### src/design/pcrc16_pkg.sv
package pcrc16_pkg;

	localparam int unsigned CRC_W      = 16;
	localparam int unsigned BYTE_W     = 8;
	localparam int unsigned CFG_IDX_W  = 3;
	localparam int unsigned CFG_DATA_W = 16;

	localparam logic [CRC_W-1:0] POLY_RESET = 16'h8005;

	// register map of the configuration port
	typedef enum logic [CFG_IDX_W-1:0] {
		REG_POLY        = 3'd0,
		REG_INIT_VALUE  = 3'd1,
		REG_REFLECT_IN  = 3'd2,
		REG_REFLECT_OUT = 3'd3,
		REG_CONTINUE    = 3'd4,
		REG_XOR_OUT     = 3'd5
	} pcrc16_reg_idx_t;

	typedef struct packed {
		logic [CRC_W-1:0] poly;
		logic [CRC_W-1:0] init_value;
		logic             reflect_in;
		logic             reflect_out;
		logic             continue_mode;
		logic [CRC_W-1:0] xor_out;
	} pcrc16_cfg_t;

	function automatic logic [BYTE_W-1:0] rev8(input logic [BYTE_W-1:0] v);
		logic [BYTE_W-1:0] r;
		for (int k = 0; k < BYTE_W; k++) begin
			r[BYTE_W-1-k] = v[k];
		end
		return r;
	endfunction

	function automatic logic [CRC_W-1:0] rev16(input logic [CRC_W-1:0] v);
		logic [CRC_W-1:0] r;
		for (int k = 0; k < CRC_W; k++) begin
			r[CRC_W-1-k] = v[k];
		end
		return r;
	endfunction

endpackage

### src/design/pcrc16_in_if.sv
interface pcrc16_in_if;
	logic                              valid;
	logic                              ready;
	logic [pcrc16_pkg::BYTE_W-1:0]     data_byte;
	logic                              last_byte;

	modport source (output valid, output data_byte, output last_byte, input ready);
	modport sink   (input valid, input data_byte, input last_byte, output ready);
endinterface

### src/design/pcrc16_out_if.sv
interface pcrc16_out_if;
	logic                             valid;
	logic                             ready;
	logic [pcrc16_pkg::CRC_W-1:0]     crc_value;

	modport source (output valid, output crc_value, input ready);
	modport sink   (input valid, input crc_value, output ready);
endinterface

### src/design/parameterized_crc16_engine.sv
// Configurable CRC-16 over a byte stream (poly, start value, input/output
// reflection, continuation mode, final XOR). One byte is accepted per clock,
// sustained, for as long as results are taken. A finished CRC is offered on the
// output channel from the result register: its last byte sits in the input
// register first, and the result register loads when that byte folds. The
// one-byte-per-clock rate holds because all eight XOR-shift steps of the fold
// run combinationally between the input register and the running CRC / result
// register. A last byte stalls only while an earlier result waits untaken.
// Only bytes flagged last_byte produce an item.
// The first byte after reset or after a last byte opens a new message and
// loads the start value. Configuration writes take effect at once and should
// be done with the block idle.
module parameterized_crc16_engine (
	input  logic                                clk,
	input  logic                                arst_n,
	input  logic                                cfg_we,
	input  logic [pcrc16_pkg::CFG_IDX_W-1:0]    cfg_index,
	input  logic [pcrc16_pkg::CFG_DATA_W-1:0]   cfg_wdata,
	pcrc16_in_if.sink                           in_ch,
	pcrc16_out_if.source                        out_ch
);

	pcrc16_pkg::pcrc16_cfg_t cfg;

	// input stage
	logic                              valid_s1;
	logic [pcrc16_pkg::BYTE_W-1:0]     data_s1;
	logic                              last_s1;

	// running CRC and message-open flag
	logic [pcrc16_pkg::CRC_W-1:0]      crc_q;
	logic                              in_msg_q;

	// result register
	logic                              out_valid_q;
	logic [pcrc16_pkg::CRC_W-1:0]      out_crc_q;

	logic [pcrc16_pkg::CRC_W-1:0]      crc_next;
	logic [pcrc16_pkg::CRC_W-1:0]      crc_final;
	logic                              advance;

	pcrc16_cfg_regs u_cfg (
		.clk       (clk),
		.arst_n    (arst_n),
		.cfg_we    (cfg_we),
		.cfg_index (cfg_index),
		.cfg_wdata (cfg_wdata),
		.cfg       (cfg)
	);

	pcrc16_datapath u_dp (
		.cfg       (cfg),
		.crc_cur   (crc_q),
		.in_msg    (in_msg_q),
		.data_byte (data_s1),
		.crc_next  (crc_next),
		.crc_final (crc_final)
	);

	// A non-last byte never needs the result register, so it folds even
	// while a finished CRC waits downstream.
	assign advance = valid_s1 && (!last_s1 || !out_valid_q || out_ch.ready);

	assign in_ch.ready = !valid_s1 || advance;

	always_ff @(posedge clk or negedge arst_n) begin
		if (!arst_n) begin
			valid_s1 <= 1'b0;
		end else if (in_ch.ready) begin
			valid_s1 <= in_ch.valid;
		end
	end

	// payload of the input stage, no reset needed
	always_ff @(posedge clk) begin
		if (in_ch.valid && in_ch.ready) begin
			data_s1 <= in_ch.data_byte;
			last_s1 <= in_ch.last_byte;
		end
	end

	always_ff @(posedge clk or negedge arst_n) begin
		if (!arst_n) begin
			crc_q    <= '0;
			in_msg_q <= 1'b0;
		end else if (advance) begin
			crc_q    <= crc_next;
			in_msg_q <= !last_s1;
		end
	end

	always_ff @(posedge clk or negedge arst_n) begin
		if (!arst_n) begin
			out_valid_q <= 1'b0;
		end else if (advance && last_s1) begin
			out_valid_q <= 1'b1;
		end else if (out_ch.ready) begin
			out_valid_q <= 1'b0;
		end
	end

	always_ff @(posedge clk) begin
		if (advance && last_s1) begin
			out_crc_q <= crc_final;
		end
	end

	assign out_ch.valid     = out_valid_q;
	assign out_ch.crc_value = out_crc_q;

`ifndef SYNTHESIS
	// a result appears only after a last byte went through the fold
	a_result_from_last: assert property (@(posedge clk) disable iff (!arst_n)
		$rose(out_valid_q) |-> $past(advance && last_s1))
		else $error("result raised without a last byte");

	// a last byte closes the message, so the next byte reloads the start value
	a_last_closes_msg: assert property (@(posedge clk) disable iff (!arst_n)
		(advance && last_s1) |=> !in_msg_q)
		else $error("message still open after last byte");

	// a stalled input stage keeps its byte and the running CRC
	a_stall_holds: assert property (@(posedge clk) disable iff (!arst_n)
		(valid_s1 && !advance) |=> (valid_s1 && $stable(data_s1) && $stable(crc_q)))
		else $error("input stage lost its byte while stalled");

	// a waiting result is never overwritten before it is taken
	a_no_overwrite: assert property (@(posedge clk) disable iff (!arst_n)
		(out_valid_q && !out_ch.ready) |-> !(advance && last_s1))
		else $error("result overwritten while waiting");
`endif

endmodule

### src/design/pcrc16_cfg_regs.sv
module pcrc16_cfg_regs (
	input  logic                                clk,
	input  logic                                arst_n,
	input  logic                                cfg_we,
	input  logic [pcrc16_pkg::CFG_IDX_W-1:0]    cfg_index,
	input  logic [pcrc16_pkg::CFG_DATA_W-1:0]   cfg_wdata,
	output pcrc16_pkg::pcrc16_cfg_t             cfg
);

	pcrc16_pkg::pcrc16_cfg_t cfg_q;

	always_ff @(posedge clk or negedge arst_n) begin
		if (!arst_n) begin
			cfg_q.poly          <= pcrc16_pkg::POLY_RESET;
			cfg_q.init_value    <= '0;
			cfg_q.reflect_in    <= 1'b0;
			cfg_q.reflect_out   <= 1'b0;
			cfg_q.continue_mode <= 1'b0;
			cfg_q.xor_out       <= '0;
		end else if (cfg_we) begin
			case (cfg_index)
				pcrc16_pkg::REG_POLY:        cfg_q.poly          <= cfg_wdata;
				pcrc16_pkg::REG_INIT_VALUE:  cfg_q.init_value    <= cfg_wdata;
				pcrc16_pkg::REG_REFLECT_IN:  cfg_q.reflect_in    <= cfg_wdata[0];
				pcrc16_pkg::REG_REFLECT_OUT: cfg_q.reflect_out   <= cfg_wdata[0];
				pcrc16_pkg::REG_CONTINUE:    cfg_q.continue_mode <= cfg_wdata[0];
				pcrc16_pkg::REG_XOR_OUT:     cfg_q.xor_out       <= cfg_wdata;
				default: ; // unmapped index: write dropped
			endcase
		end
	end

	assign cfg = cfg_q;

endmodule

### src/design/pcrc16_datapath.sv
module pcrc16_datapath (
	input  pcrc16_pkg::pcrc16_cfg_t             cfg,
	input  logic [pcrc16_pkg::CRC_W-1:0]        crc_cur,
	input  logic                                in_msg,
	input  logic [pcrc16_pkg::BYTE_W-1:0]       data_byte,
	output logic [pcrc16_pkg::CRC_W-1:0]        crc_next,
	output logic [pcrc16_pkg::CRC_W-1:0]        crc_final
);

	logic [pcrc16_pkg::CRC_W-1:0]  start;
	logic [pcrc16_pkg::BYTE_W-1:0] b;

	always_comb begin
		if (in_msg) begin
			start = crc_cur;
		end else if (cfg.reflect_out && cfg.continue_mode) begin
			start = pcrc16_pkg::rev16(cfg.init_value);
		end else begin
			start = cfg.init_value;
		end
		b = cfg.reflect_in ? pcrc16_pkg::rev8(data_byte) : data_byte;
	end

	// eight MSB-first shift/XOR steps, one per message bit
	always_comb begin
		logic [pcrc16_pkg::CRC_W-1:0] c;
		c = start ^ {b, {(pcrc16_pkg::CRC_W - pcrc16_pkg::BYTE_W){1'b0}}};
		for (int k = 0; k < pcrc16_pkg::BYTE_W; k++) begin
			if (c[pcrc16_pkg::CRC_W-1]) begin
				c = {c[pcrc16_pkg::CRC_W-2:0], 1'b0} ^ cfg.poly;
			end else begin
				c = {c[pcrc16_pkg::CRC_W-2:0], 1'b0};
			end
		end
		crc_next = c;
	end

	assign crc_final = (cfg.reflect_out ? pcrc16_pkg::rev16(crc_next) : crc_next)
		^ cfg.xor_out;

endmodule
### src/flat_wrapper.sv
// flat-port wrapper written by rule: the top's interface ports become plain ports
module parameterized_crc16_engine_flat 
  (clk, arst_n, cfg_we, cfg_index, cfg_wdata, in_ch_valid, in_ch_data_byte, in_ch_last_byte, in_ch_ready, out_ch_valid, out_ch_crc_value, out_ch_ready);
  pcrc16_in_if in_ch_i ();
  pcrc16_out_if out_ch_i ();
  input  logic clk;
  input  logic arst_n;
  input  logic cfg_we;
  input  logic [pcrc16_pkg::CFG_IDX_W-1:0] cfg_index;
  input  logic [pcrc16_pkg::CFG_DATA_W-1:0] cfg_wdata;
  input wire logic [$bits(in_ch_i.valid)-1:0] in_ch_valid;
  input wire logic [$bits(in_ch_i.data_byte)-1:0] in_ch_data_byte;
  input wire logic [$bits(in_ch_i.last_byte)-1:0] in_ch_last_byte;
  output wire logic [$bits(in_ch_i.ready)-1:0] in_ch_ready;
  output wire logic [$bits(out_ch_i.valid)-1:0] out_ch_valid;
  output wire logic [$bits(out_ch_i.crc_value)-1:0] out_ch_crc_value;
  input wire logic [$bits(out_ch_i.ready)-1:0] out_ch_ready;
  assign in_ch_i.valid = in_ch_valid;
  assign in_ch_i.data_byte = in_ch_data_byte;
  assign in_ch_i.last_byte = in_ch_last_byte;
  assign in_ch_ready = in_ch_i.ready;
  assign out_ch_valid = out_ch_i.valid;
  assign out_ch_crc_value = out_ch_i.crc_value;
  assign out_ch_i.ready = out_ch_ready;
  parameterized_crc16_engine u_core (.clk(clk), .arst_n(arst_n), .cfg_we(cfg_we), .cfg_index(cfg_index), .cfg_wdata(cfg_wdata), .in_ch(in_ch_i), .out_ch(out_ch_i));
endmodule
### config.mk
export PLATFORM = sky130hd
export DESIGN_NAME = parameterized_crc16_engine_flat
export DESIGN_NICKNAME = d
export VERILOG_FILES = /design/src/design/pcrc16_pkg.sv /design/src/design/pcrc16_in_if.sv /design/src/design/pcrc16_out_if.sv /design/src/design/parameterized_crc16_engine.sv /design/src/design/pcrc16_cfg_regs.sv /design/src/design/pcrc16_datapath.sv /design/src/flat_wrapper.sv
export SDC_FILE = /design/constraint.sdc
export NUM_CORES = 1
export LEC_CHECK = 0
export BUFFER_PORTS_ARGS = -buffer_cell sky130_fd_sc_hd__buf_2
export CAP_MARGIN = 20
export CORE_MARGIN = 2
export CORE_UTILIZATION = 61
export DETAILED_ROUTE_END_ITERATION = 12
export PLACE_DENSITY = 0.78
export SKIP_CTS_REPAIR_TIMING = 1
export SYNTH_ARGS = -nofsm -noshare
export SYNTH_HDL_FRONTEND = slang
export SYNTH_SLANG_ARGS = --single-unit
### constraint.sdc
create_clock -name clk -period 7 [get_ports clk]
set_input_delay 0 -clock clk [delete_from_list [all_inputs] [get_ports clk]]
set_output_delay 0 -clock clk [all_outputs]
set_load 0.005 [all_outputs]
==> parameters.txt, run 1 <==
Parameter                              Value

STA
  Slew Limit Headroom    34.6%
  Finish-stage setup viols    0
  Final clock skew    14.4 ps
  Tmin final    6100 ps
  Least-Margin Pin Slew    976 ps
  Final number of hold-violating endpoints    0
  Period utilisation layout    87.1%
  Final worst hold slack    22.9 ps
  Final Max Slew Viols    0
  Fmax    164 MHz
  Slack of the critical path    903 ps
  Unrepaired setup endpoints after global routing    no
  Aggregate negative setup slack    0 ps

Logic synthesis
  Asr flop ratio synth    73.7%
  Multiplexer fraction of the synthesized cell area    15.5%
  Cell count after synthesis    667
  Dominant combinational cell family by area after synthesis    XOR/XNOR gates
  Synth Area in Adders    0%
  Synth Area in Compound Gates    8.03%
  Synthesized-area fraction occupied by xor and xnor cells    20.6%
  Cell area after synthesis    6710 sq um
  Register bit count reported by yosys    95
  EDFF count, synth    25
  Most common flop cell mapped by yosys    dfrtp_1
  Distinct cells, synth    65
  Total nets after synthesis    700
  Area fraction in and, or, nand and nor cells after synthesis    15.3%
  Yosys warnings    0
  Sequential share of the synthesized area    37.3%
  Mean post-synth cell area    10.1 sq um

Cells and area
  Share of layout cells above drive strength 1    21.7%
  Diode insertion count for antenna repair    0
  Number of filler instances in the final layout    795
  Storage element area    2510 sq um
  Growth of design area from synthesis to finish    12.3%
  Most common cell after layout, fill and taps aside    nand2_1
  Layout net count    756
  Area of the multi-input gates    4010 sq um
  Final cell count without fillers    868
  Commonest non-fill, non-tap cells in the layout    nand2_1, xnor2_1, dfrtp_1, mux2_2, buf_2

Die
  Initial Utilization    62.2%
  Die width    109 um
  DIE AREA    11,900 sq um
  Num ports    51
  Placeable core region    10,800 sq um
  Core Rows    38
  Die outline height    109 um

Placed design
  Number of placed instances, taps included    823
  Pre-CTS setup slack    960 ps
  Routability Congestion    0.951
  Number of I/O port buffers    50
  Post-detailed-placement half-perimeter wirelength    11,900 um

Clocking
  Max H-tree Level    3
  Buffer levels on the longest clock path    2
  Number of CTS-inserted buffers    9
  CTS Sinks    95
  TritonCTS clock tree    built
  Clock slew at the register clock pins of the worst setup and hold paths    100 ps
  Clock latency on the worst-skew pair    390 ps
  Cell chosen for the clock root    clkbuf_8

Setup path
  CP Capture Type    register
  Critical Path AT    6240 ps
  Critical path startpoint category    register
  Data required time at the worst endpoint    7140 ps
  Critical path type    register to register
  Crit path max fanout    19
  Worst Reg-to-Reg Cells    15

Detailed routing
  DRC violation count after routing    0
  Number of design-rule violations left by the first detailed-router iteration    363
  Drt total wl    16,700 um
  First drt pass iteration count    7
  Vias after detailed routing    5,211
  Remaining number of nets flagged by the antenna check after routing    0
  Average wire length per cell after detail routing    19.3 um
  Detail-routed via count per cell    6.00

Worst hold path
  Worst hold path stage count    3
  Hold WC Path Type    primary input to register

GRT
  Global-route wire length before repair    26,300 um
  GRT Util Overall    29.4%
  Pin count of the biggest net entering global routing    71
  Number of global-route vias before repair    5,094
  Aggregate global routing overflow    0
  Antenna violations before repair    0

Run status
  Outcome    finished, final reports clean

Flow run
  Number of maximum-capacitance violations    0
[critical path: stages, from the launching register on]
cell	delay, ps
dfrtp_1	660
a211oi_1	200
o31ai_1	610
and2_1	610
xnor2_4	160
o211a_1	240
o21ai_0	330
nand2_1	480
a221oi_2	410
xnor2_1	190
o32ai_2	390
o31a_1	640
or3b_1	230
xnor3_1	430
mux2i_1	180
xnor2_1	80
[stage by stage]
stage	util (%)	area [sq um]
global placement	65.2	7040
finish	69.8	7540
floorplan	-	6710
detailed placement	65.3	7050
global route	69.8	7540
CTS	67.1	7250
[cells in the mapped netlist, types with 6 or more instances]
cell	instances	share of area, %
o31ai_1	6	0.67
edfxtp_1	25	11
dfrtp_1	67	25
or3b_1	6	0.78
nand2b_1	6	0.56
and3_1	7	0.65
mux2_2	63	11
a21oi_1	15	1.1
xnor2_1	110	14
xor2_1	10	1.3
nor2_1	11	0.62
clkbuf_1	35	2.0
nor3_1	10	0.75
nand3_1	13	0.97
mux2i_1	33	4.9
o21ai_0	24	1.8
nand2_1	126	7.0
xnor3_1	10	3.4
[cell families (layout without fill, tap and decap cells)]
family          count (synthesis)  after routing
compound gates                 80             80
xor+xnor                      135            135
mux                            96             96
simple gates                  209            209
flops                          95             95
buf+inv                        52            113
[worst paths after layout]
kind | from | to | slack [ps]
min in group asynchronous | arst_n | u_core.u_cfg.cfg[12] | 330
min reg2reg | u_core.crc_q[15] | u_core.crc_q[15] | 510
max | u_core.u_cfg.cfg[17] | u_core.out_ch.crc_value[6] | 900
max in group asynchronous | arst_n | u_core.crc_q[9] | 6080
min | cfg_we | u_core.u_cfg.cfg[17] | 20
max reg2reg | u_core.u_cfg.cfg[17] | u_core.out_ch.crc_value[6] | 900
[routing by layer]
metal	vias up	GRT usage, %	part of all wire [%]
met2	197	48.3	51
met3	34	5.32	6.4
li1	2420	-	-
met1	2560	38.5	40
met4	0	11.9	2.7
met5	-	0	0
[sequential cells by signal (all words and copies together), names as in the netlist]
| signal | flops |
|---|---|
| u_core.in_msg_q | 1 |
| u_core.u_cfg.cfg | 51 |
| u_core.out_ch.valid | 1 |
| u_core.last_s1 | 1 |
| u_core.valid_s1 | 1 |
| u_core.data_s1 | 8 |
| u_core.out_ch.crc_value | 16 |
| u_core.crc_q | 16 |
[cell type report]
type | instances | share of cell area (%)
sequential | 95 | 33.3
clock buffer | 9 | 1.64
tap | 140 | 2.32
inverter | 7 | 0.349
multi-input combinational | 520 | 53.2
clock inverter | 7 | 0.913
timing repair buffer | 90 | 8.32
Power of run 1 is not shown: default switching activity piles up to over one toggle a cycle in this logic, so the estimate is an artifact.
==> run 2, diff against run 1 <==
Settings changed: CORE_UTILIZATION 61 to 65, PLACE_DENSITY 0.78 to 0.82.
Clock period 7 ns to 7.2 ns, I/O delays scaled along.
==> run 2 against run 1 <==
Effect of this change:
- flip-flop and latch count unchanged
- non-clock buffer count decreased by 2
- die area decreased by 5.9%
- core utilization increased by 3.7 points
==> parameters.txt, run 2 (synthesis gave the netlist of run 1 again) <==
Parameter                              Value

Run status
  Outcome    finished, final reports clean

Setup path
  Critical path endpoint    u_core.out_ch.crc_value[4]
  Data required time at the worst endpoint    7330 ps
  Ordered list of cells on the worst path    a211oi_1 > o31ai_1 > and2_1 > xnor2_4 > o211a_1 > o21ai_0 > nand2_1 > a221oi_2 > xnor2_1 > nor2_1 > nor4_4 > or3b_1 > xnor3_1 > mux2i_1 > xnor2_1
  Slowest cell on crit path    nor4_4
  Reg2Reg Setup Slack    1010 ps
  Beginning of the critical path    u_core.u_cfg.cfg[17]
  Startpoint of the worst-slack reg-to-reg timing path    u_core.u_cfg.cfg[17]
  Terminus of the critical flop-to-flop path    u_core.out_ch.crc_value[4]
  Critical path startpoint category    register
  Worst Reg-to-Reg Cells    15
  Critical path type    register to register
  Crit path max fanout    19
  Kind of cell with the highest combined delay on the critical path    simple AND/OR/NAND/NOR gates
  CP Capture Type    register
  Critical Path AT    6320 ps
  Crit path top cell by count    xnor2_1
  Levels on crit path    15
  Maximum cell stage delay along the critical path    870 ps
  Total buffers and inverters traversed by the critical path    0

Clocking
  Cell chosen for the clock root    clkbuf_8
  Clock latency on the worst-skew pair    370 ps
  Number of CTS-inserted buffers    9
  Buffer levels on the longest clock path    2
  CTS Sinks    95
  TritonCTS clock tree    built
  Clock slew at the register clock pins of the worst setup and hold paths    90 ps
  Max H-tree Level    3

STA
  Aggregate negative setup slack    0 ps
  Final Max Slew Viols    0
  Unrepaired setup endpoints after global routing    no
  Final number of hold-violating endpoints    0
  Fmax    162 MHz
  Slew Limit Headroom    31.6%
  Period utilisation layout    86.0%
  Finish-stage setup viols    0
  Tmin final    6190 ps
  Least-Margin Pin Slew    1020 ps
  Final clock skew    12.5 ps

GRT
  GRT Util Overall    29.9%
  Aggregate global routing overflow    0
  Antenna violations before repair    0
  Global-route wire length before repair    26,000 um
  Number of global-route vias before repair    5,079
  Pin count of the biggest net entering global routing    71

Detailed routing
  Vias after detailed routing    5,220
  Number of design-rule violations left by the first detailed-router iteration    480
  DRC violation count after routing    0
  First drt pass iteration count    5
  Average wire length per cell after detail routing    19.6 um
  Drt total wl    16,900 um
  Remaining number of nets flagged by the antenna check after routing    0
  Detail-routed via count per cell    6.06

Placed design
  Post-placement cell area    7030 sq um
  Post-detailed-placement half-perimeter wirelength    11,600 um
  Number of I/O port buffers    50
  Routability Congestion    0.920

Cells and area
  Area of all placed cells without fillers    7490 sq um
  Diode insertion count for antenna repair    0
  Storage element area    2510 sq um
  Commonest non-fill, non-tap cells in the layout    nand2_1, xnor2_1, dfrtp_1, mux2_2, buf_2
  Area of the multi-input gates    4010 sq um
  Most common cell after layout, fill and taps aside    nand2_1
  Number of flip-flops in the largest register    51
  Final core utilization    73.6%
  Share of layout cells above drive strength 1    21.3%
  Layout net count    754
  Number of filler instances in the final layout    704
  Growth of design area from synthesis to finish    11.6%

Die
  Initial Utilization    65.9%
  DIE AREA    11,200 sq um
  Die outline height    106 um
  Die width    106 um
  Placeable core region    10,200 sq um
  Core Rows    37
  Num ports    51

Worst hold path
  Start point of the worst min-delay path    cfg_we
  Hold WC Path Type    primary input to register

Flow run
  Number of maximum-capacitance violations    0
==> run 2: cell types whose count changed in the layout (fill, tap and decap cells not counted), sizes merged <==
cell,change
buf,-1
clkbuf,+1
clkinv,-1
clkinvlp,-1
dlygate4sd3,-1
inv,+1
==> run 2: cell type report <==
class / count / area share [%]
sequential: 95 / 33.5
clock inverter: 6 / 0.568
inverter: 7 / 0.351
clock buffer: 10 / 1.70
multi-input combinational: 520 / 53.5
timing repair buffer: 88 / 8.13
tap: 136 / 2.27
==> run 2: stage by stage <==
stage / hold WS [ps] / setup slack [ps] / std cells
2_1_floorplan: -296 / 2360 / 667
5_1_grt: 64.8 / 363 / 862
3_5_place_dp: 178 / 1060 / 817
4_1_cts: -207 / 1050 / 833
6_report: 71.5 / 1010 / 862
3_3_place_gp: 177 / 1430 / 816
==> run 2: how the worst min path moves through the flow <==
stage | depth (start not counted) | endpoint
2_1_floorplan | 0 | u_core.crc_q[0]
3_3_place_gp | 1 | u_core.data_s1[6]
3_5_place_dp | 1 | u_core.last_s1
4_1_cts | 1 | u_core.last_s1
5_1_grt | 3 | u_core.u_cfg.cfg[17]
6_report | 3 | u_core.u_cfg.cfg[17]
==> run 2: per-layer routing <==
layer  part of all wire [%]  GRT usage [%]  up-vias  wire, um
met4                    3.1           10.4        0       531
met3                    7.4           4.45       40      1240
met5                      0              0        -         0
met1                     41           42.2     2532      6900
met2                     49           47.5      235      8190
li1                       -              -     2413         -
==> run 2: worst min-delay path, stage by stage <==
cell and delay [ps]:
buf_2 140, nand4b_1 110, mux2_2 160
Power of run 2 is left out for the same reason.
